--- config.mk ---
export PLATFORM = sky130hd
export DESIGN_NAME = smm_mac_unit
export DESIGN_NICKNAME = d
export VERILOG_FILES = /design/src/rtl/core/smm_pkg.sv /design/src/rtl/core/smm_mac_unit.sv
export SDC_FILE = /design/constraint.sdc
export NUM_CORES = 2
export LEC_CHECK = 0
export BUFFER_PORTS_ARGS = -buffer_cell sky130_fd_sc_hd__buf_2
export CORE_MARGIN = 8
export CORE_UTILIZATION = 25
export CTS_BUF_LIST = sky130_fd_sc_hd__clkbuf_8
export DETAILED_ROUTE_END_ITERATION = 8
export GPL_ROUTABILITY_DRIVEN = 0
export PLACE_DENSITY_LB_ADDON = 0.25
export SLEW_MARGIN = 40
export SYNTH_ARGS = -nofsm -noshare
export SYNTH_HDL_FRONTEND = slang
export SYNTH_SLANG_ARGS = --single-unit
--- constraint.sdc ---
create_clock -name clk -period 6.95 [get_ports clk]
set_input_delay 1.39 -clock clk [delete_from_list [all_inputs] [get_ports clk]]
set_output_delay 1.39 -clock clk [all_outputs]
set_load 0.03 [all_outputs]
--- src/rtl/core/smm_pkg.sv ---
`default_nettype none
// ----------------------------------------------------------------------------
// smm_pkg
// Shared types and codes for the scaled matrix multiply-accumulate block.
// ----------------------------------------------------------------------------
package smm_pkg;

    // Operation codes carried by a request
    localparam logic [1:0] OP_LOAD_A  = 2'd0;
    localparam logic [1:0] OP_LOAD_B  = 2'd1;
    localparam logic [1:0] OP_LOAD_C  = 2'd2;
    localparam logic [1:0] OP_COMPUTE = 2'd3;

    // Register indexes on the configuration port (paddr[2])
    localparam logic REG_ALPHA = 1'b0;
    localparam logic REG_BETA  = 1'b1;

    localparam logic signed [15:0] ALPHA_RESET = 16'sd16384;
    localparam logic signed [15:0] BETA_RESET  = 16'sd9830;

    typedef struct packed {
        logic [1:0]         operation;
        logic [3:0]         row_index;
        logic [3:0]         col_index;
        logic signed [15:0] element_value;
    } in_item_t;

    typedef struct packed {
        logic [3:0]         out_row;
        logic [3:0]         out_col;
        logic signed [15:0] out_value;
        logic               saturated;
    } out_item_t;

    // Tags that travel with the store read data into the MAC unit
    typedef struct packed {
        logic valid;
        logic first;
        logic last;
    } mac_ctl_t;

    // Finished element from the MAC unit
    typedef struct packed {
        logic               done;
        logic signed [15:0] value;
        logic               saturated;
    } mac_res_t;

endpackage
`default_nettype wire

--- src/rtl/core/smm_mac_unit.sv ---
`default_nettype none
// ----------------------------------------------------------------------------
// smm_mac_unit
// Multiply-accumulate over one row/column pair stream, then scale by alpha
// and beta, add, and saturate to Q1.15.
// ----------------------------------------------------------------------------
module smm_mac_unit #(
    parameter int MATRIX_DIM = 16
) (
    input  wire logic               clk,
    input  wire logic               rst_n,
    input  wire smm_pkg::mac_ctl_t  ctl,
    input  wire logic signed [15:0] a_data,
    input  wire logic signed [15:0] b_data,
    input  wire logic signed [15:0] c_data,
    input  wire logic signed [15:0] alpha,
    input  wire logic signed [15:0] beta,
    output smm_pkg::mac_res_t       res
);

    localparam int SUM_W = 32 + $clog2(MATRIX_DIM);
    localparam int SA_W  = SUM_W + 16;
    localparam int SH_W  = SA_W - 30;
    localparam int TOT_W = SUM_W - 12;

    logic signed [31:0]    prod_reg;
    logic                  p_valid_reg;
    logic                  p_first_reg;
    logic                  p_last_reg;
    logic signed [SUM_W-1:0] acc_reg;
    logic                  sum_done_reg;
    logic signed [SA_W-1:0] sa_reg;
    logic signed [31:0]    cb_reg;
    logic                  scaled_reg;
    logic signed [15:0]    value_reg;
    logic                  sat_reg;
    logic                  done_reg;

    logic signed [SUM_W-1:0] prod_ext;
    logic signed [SH_W-1:0]  sa_sh;
    logic signed [16:0]      cb_sh;
    logic signed [TOT_W-1:0] total;
    logic signed [TOT_W-1:0] max_v;
    logic signed [TOT_W-1:0] min_v;
    logic signed [15:0]      value_next;
    logic                    sat_next;

    assign prod_ext = {{(SUM_W-32){prod_reg[31]}}, prod_reg};
    assign max_v    = TOT_W'(32767);
    assign min_v    = -TOT_W'(32768);

    // Arithmetic shifts by dropping low bits (floor)
    always_comb
    begin
        sa_sh = sa_reg[SA_W-1:30];
        cb_sh = cb_reg[31:15];
        total = {{(TOT_W-SH_W){sa_sh[SH_W-1]}}, sa_sh}
              + {{(TOT_W-17){cb_sh[16]}}, cb_sh};
        priority if (total > max_v)
        begin
            value_next = 16'sh7fff;
            sat_next   = 1'b1;
        end
        else if (total < min_v)
        begin
            value_next = 16'sh8000;
            sat_next   = 1'b1;
        end
        else
        begin
            value_next = total[15:0];
            sat_next   = 1'b0;
        end
    end

    always_ff @(posedge clk or negedge rst_n)
    begin
        if (!rst_n)
        begin
            p_valid_reg  <= 1'b0;
            p_first_reg  <= 1'b0;
            p_last_reg   <= 1'b0;
            sum_done_reg <= 1'b0;
            scaled_reg   <= 1'b0;
            done_reg     <= 1'b0;
        end
        else
        begin
            p_valid_reg  <= ctl.valid;
            p_first_reg  <= ctl.valid & ctl.first;
            p_last_reg   <= ctl.valid & ctl.last;
            sum_done_reg <= p_valid_reg & p_last_reg;
            scaled_reg   <= sum_done_reg;
            done_reg     <= scaled_reg;
        end
    end

    always_ff @(posedge clk)
    begin
        if (ctl.valid)
        begin
            prod_reg <= a_data * b_data;
        end
        if (p_valid_reg)
        begin
            // restart the sum on the first pair
            acc_reg <= p_first_reg ? prod_ext : acc_reg + prod_ext;
        end
        if (sum_done_reg)
        begin
            sa_reg <= acc_reg * alpha;
            cb_reg <= c_data * beta;
        end
        if (scaled_reg)
        begin
            value_reg <= value_next;
            sat_reg   <= sat_next;
        end
    end

    assign res.done      = done_reg;
    assign res.value     = value_reg;
    assign res.saturated = sat_reg;

endmodule
`default_nettype wire

== After elaboration in Yosys (flattened, before gate mapping) ==
Index checks and enable logic that the tools add are counted.
W data, S select, Z words.

* Bitwise operators: 3
* Order comparisons: 2
* Multiply operators: 3
* Muxes and demuxes: 3
* Add/sub/neg operators: 2

{| class="wikitable"
|+ Operators with widths
! kind !! count
|-
| $mul A16 B16 Y32 || 2
|-
| $mul A36 B16 Y52 || 1
|-
| $add A36 B32 Y36 || 1
|-
| $mux W36 || 1
|-
| $add A22 B17 Y23 || 1
|-
| $gt A23 B16 Y1 const B || 1
|-
| $lt A23 B16 Y1 const B || 1
|-
| $mux W16 || 1
|-
| $and A1 B1 Y1 || 3
|-
| $mux W1 || 1
|}

* Register bits: 175
* Logic and storage cells: 25
* Output and inout port bits: 18
* Input port bits: 85

== Depth between registers and ports, before layout ==
* Depth in word-level cells: 3
* Gate-level depth with buffers: 26
* Gate-level depth less buffers: 25

== Worst setup path before layout ==
OpenSTA, ideal clock, no wires.

* Path kind: input to register
* Start: input port alpha[2]
* End: register sa_reg[45] (data pin)
* Slack: -386 ps
* Data arrival time: 7074 ps
* Buffers on the path: 2
* Stages on the path: 23
* Data required time: 6688 ps
* Setup time: 262 ps
* Cells stage by stage: clkbuf_1 > clkbuf_1 > nand2_1 > fa_1 > fa_1 > fa_1 > inv_1 > fa_1 > fa_1 > inv_1 > fa_1 > inv_1 > ha_1 > a21o_1 > a21o_1 > a21oi_1 > o2111ai_1 > o21ai_2 > o211ai_2 > a221o_1 > a21oi_2 > o21ai_1 > xor2_1

* Word-level cells in the longest chain between the ends: 1

{| class="wikitable"
|+ RTL lines
! item !! RTL line !! RTL
|-
| from (decl) || smm_mac_unit.sv:16 || <nowiki>input wire logic signed [15:0] alpha,</nowiki>
|-
| $mul A36 B16 Y52 || smm_mac_unit.sv:111 || <nowiki>sa_reg <= acc_reg * alpha;</nowiki>
|-
| to (signal assigned) || smm_mac_unit.sv:111 ||
|-
| to (decl) || smm_mac_unit.sv:32 || <nowiki>logic signed [SA_W-1:0] sa_reg;</nowiki>
|}

Every way passes these cells.
A chain may end at the register's enable or synchronous reset.

== Final worst setup path ==
* Start: input port alpha[4]
* End: register sa_reg[49] (data pin)

The elaborated chain is that of the path after synthesis.

==> impl_metrics.toml <==
[die]
core_mm2 = 0.181
die_h_um = 442
io-pin-count = 103
rows = 156
fp.dieW_um = 442
dieArea_mm2 = 0.196
start_util_pct = 25.1

[clock_network]
cts_root_buf = "clkbuf_8"
cts_hold_buf = 0
cts_buffer_depth = 2
clock_sinks = 130
clk_latency_ps = 520
cts_tree = "done"
htree_levels = 4
clkSlewWorstSetupHoldPaths_ps = 80
tritoncts.num_buffers = 17

[finish]
stdcell_area_mm2 = 0.0542
final_util_pct = 30.0
nNetsFinal = 6876
synthToLayoutAreaGrowth_pct = 19.2
drive_gt1_share_pct = 15.5
largest_register_ffs = 36

[logic_synthesis]
netlist_area_mm2 = 0.0455
synth_area_per_cell_um2 = 9.25
synth_area_leader_cell = "fa_1"
ys_seq_area_share_pct = 8.52
synth_edf_count = 124
synth_top_area_share_pct = 46.9
synth_nets = 6400
syn-instance-count = 4912
async_flop_share_pct = 4.62
synth.ff_latch_count = 130
ys_types = 79
ys_warn_count = 0
synth_ff_type = "edfxtp_1"
ys_top_cells_by_area = "fa_1, inv_1, ha_1"

[global_routing]
grt-ovfl-total = 0
antenna_found_initial = 4
track_usage_pct = 12.3
grt_pass1_vias = 37000
grt_pass1_wl_um = 199000
grt_max_degree = 66

[worst_setup_path]
cp_top_family = "adder cells"
cpMostUsedCell = "fa_1"
cpMaxStageDelayCell = "fa_1"
worstPathArrival_ps = 7370
required_ps = 7270
critPathLaunchType = "input port"
cpPeakStageDelay_ps = 570
cp-end-kind = "register"
crit_buf_inv = 9
critPathKind = "input port to register"
cp_max_fo = 7

[route]
wl_um = 122000
ant_nets = 0
post_drt_wl_per_cell_um = 15.6
vias_per_cell = 4.27
route.detailed.drc = 0
drt_first_pass_iters = 5
via_count = 33200
drt-initial-drc-count = 1369

[timing]
slew_viol_final = 0
slew_headroom_pct = 53.6
finalClockSkew_ps = 22.8
finalCritPeriodShare_pct = 101
hold_viol_final = 0
fmax_mhz = 142
rsz0062_at_grt = "true"
final-setup-viol-count = 4
layout_setup_ws_ps = -98.1
worstMarginPinSlew_ps = 696
finalCriticalPeriod_ps = 7050

[place]
dp_hpwl_um = 105000
dp_slack_ps = -1020
port_buffers = 102
place_area_mm2 = 0.0526

[job]
maxCapViolCount = 0

[run_status]
status = "complete, but fails checks"
violations = "setup timing"

[min_path]
holdCritPathClass = "register to register"
==> per-stage QoR <==
stage          hold slack (ps)  setup TNS, ps  cells
2_1_floorplan              428          -49.1   4912
6_report                   576           -234   7774
4_1_cts                    578          -99.5   7750
3_3_place_gp               563         -18170   7713
5_1_grt                    599          -2050   7772
3_5_place_dp               562         -19420   7713
==> final cells by class <==
cell class,count,area (um2)
multi-input combinational,3366,37000
timing repair buffer,630,5260
tap,2370,2970
inverter,1243,4680
fill,19200,127000
clock inverter,15,145
antenna,3,7.51
sequential,130,3880
clock buffer,17,234
==> routing by layer <==
layer  global-route usage, %  up-vias  part of all wire, %
met5                       0        -                0.019
met4                    2.07        4                  1.6
met3                   0.712       86                  2.5
met2                    21.7      392                   49
met1                    17.0    17200                   47
li1                        -    15500                    -
==> cells in the mapped netlist, types with 5 or more instances <==
cell,count
a211o_1,7
a211oi_1,10
a21boi_0,5
a21o_1,69
a21oi_1,114
a31oi_1,8
and2_1,416
and3_1,11
and4_1,5
clkbuf_1,166
dfrtp_1,6
edfxtp_1,124
fa_1,1066
ha_1,337
inv_1,1241
nand2_1,710
nand2b_1,38
nand3_1,17
nand4_1,18
nor2_1,115
nor2b_1,17
nor3_1,18
nor3b_1,6
nor4b_1,6
o211ai_1,12
o21a_1,20
o21ai_0,90
o21ai_1,19
o21bai_1,15
o31ai_1,10
or3_1,7
xnor2_1,84
xor2_1,44
==> worst min-delay path, cell delays in order, from the launching register on <==
cell and delay, ps:
edfxtp_1 360, nand2_1 50, o21ai_0 60
==> timing repair <==
item,in CTS,in global routing
gates cloned,3,9
buffers inserted,3,17
hold endpoints to repair,0,0
setup endpoints to repair,15,21
pin swaps,29,105
gates resized for setup,55,197
==> worst paths after layout <==
| path | start | to | slack [ps] | depth (start not counted) |
|---|---|---|---|---|
| max | alpha[4] | sa_reg[49] | -100 | 27 |
| max reg2reg | acc_reg[6] | sa_reg[49] | 170 | 25 |
| min in group asynchronous | rst_n | p_first_reg | 780 | 1 |
| max in group asynchronous | rst_n | sum_done_reg | 5860 | 1 |
| min | prod_reg[5] | acc_reg[5] | 580 | 2 |
| min reg2reg | prod_reg[5] | acc_reg[5] | 580 | 2 |
==> cell usage in the layout (no fill, tap or decap), types with 17 or more instances in the layout <==
| master | count |
|---|---|
| a21o_1 | 69 |
| a21oi_1 | 105 |
| and2_1 | 399 |
| and2_4 | 17 |
| buf_12 | 29 |
| buf_2 | 65 |
| buf_4 | 483 |
| buf_6 | 22 |
| clkbuf_8 | 17 |
| edfxtp_1 | 124 |
| fa_1 | 1029 |
| fa_2 | 37 |
| ha_1 | 317 |
| ha_4 | 18 |
| inv_1 | 1223 |
| inv_2 | 19 |
| nand2_1 | 704 |
| nand2b_1 | 37 |
| nand4_1 | 18 |
| nor2_1 | 109 |
| nor2b_1 | 17 |
| nor3_1 | 17 |
| o21a_1 | 20 |
| o21ai_0 | 79 |
| o21ai_1 | 25 |
| xnor2_1 | 81 |
| xor2_1 | 44 |
==> kinds of logic (layout without fill, tap and decap cells) <==
kind of cell	Yosys count	in the layout	synth area share, %
AO/OA/AOI/OAI	433	433	6.22
XOR/XNOR	128	128	2.47
adder cells (fa/ha/maj)	1403	1403	56.2
buffers and inverters	1416	1905	11.7
flip-flops	130	130	8.52
multiplexers	5	5	0.113
other	0	3	0
AND/OR/NAND/NOR	1397	1397	14.7
Power is not shown: default switching activity piles up to over one toggle a cycle in this logic, so the estimate is an artifact.
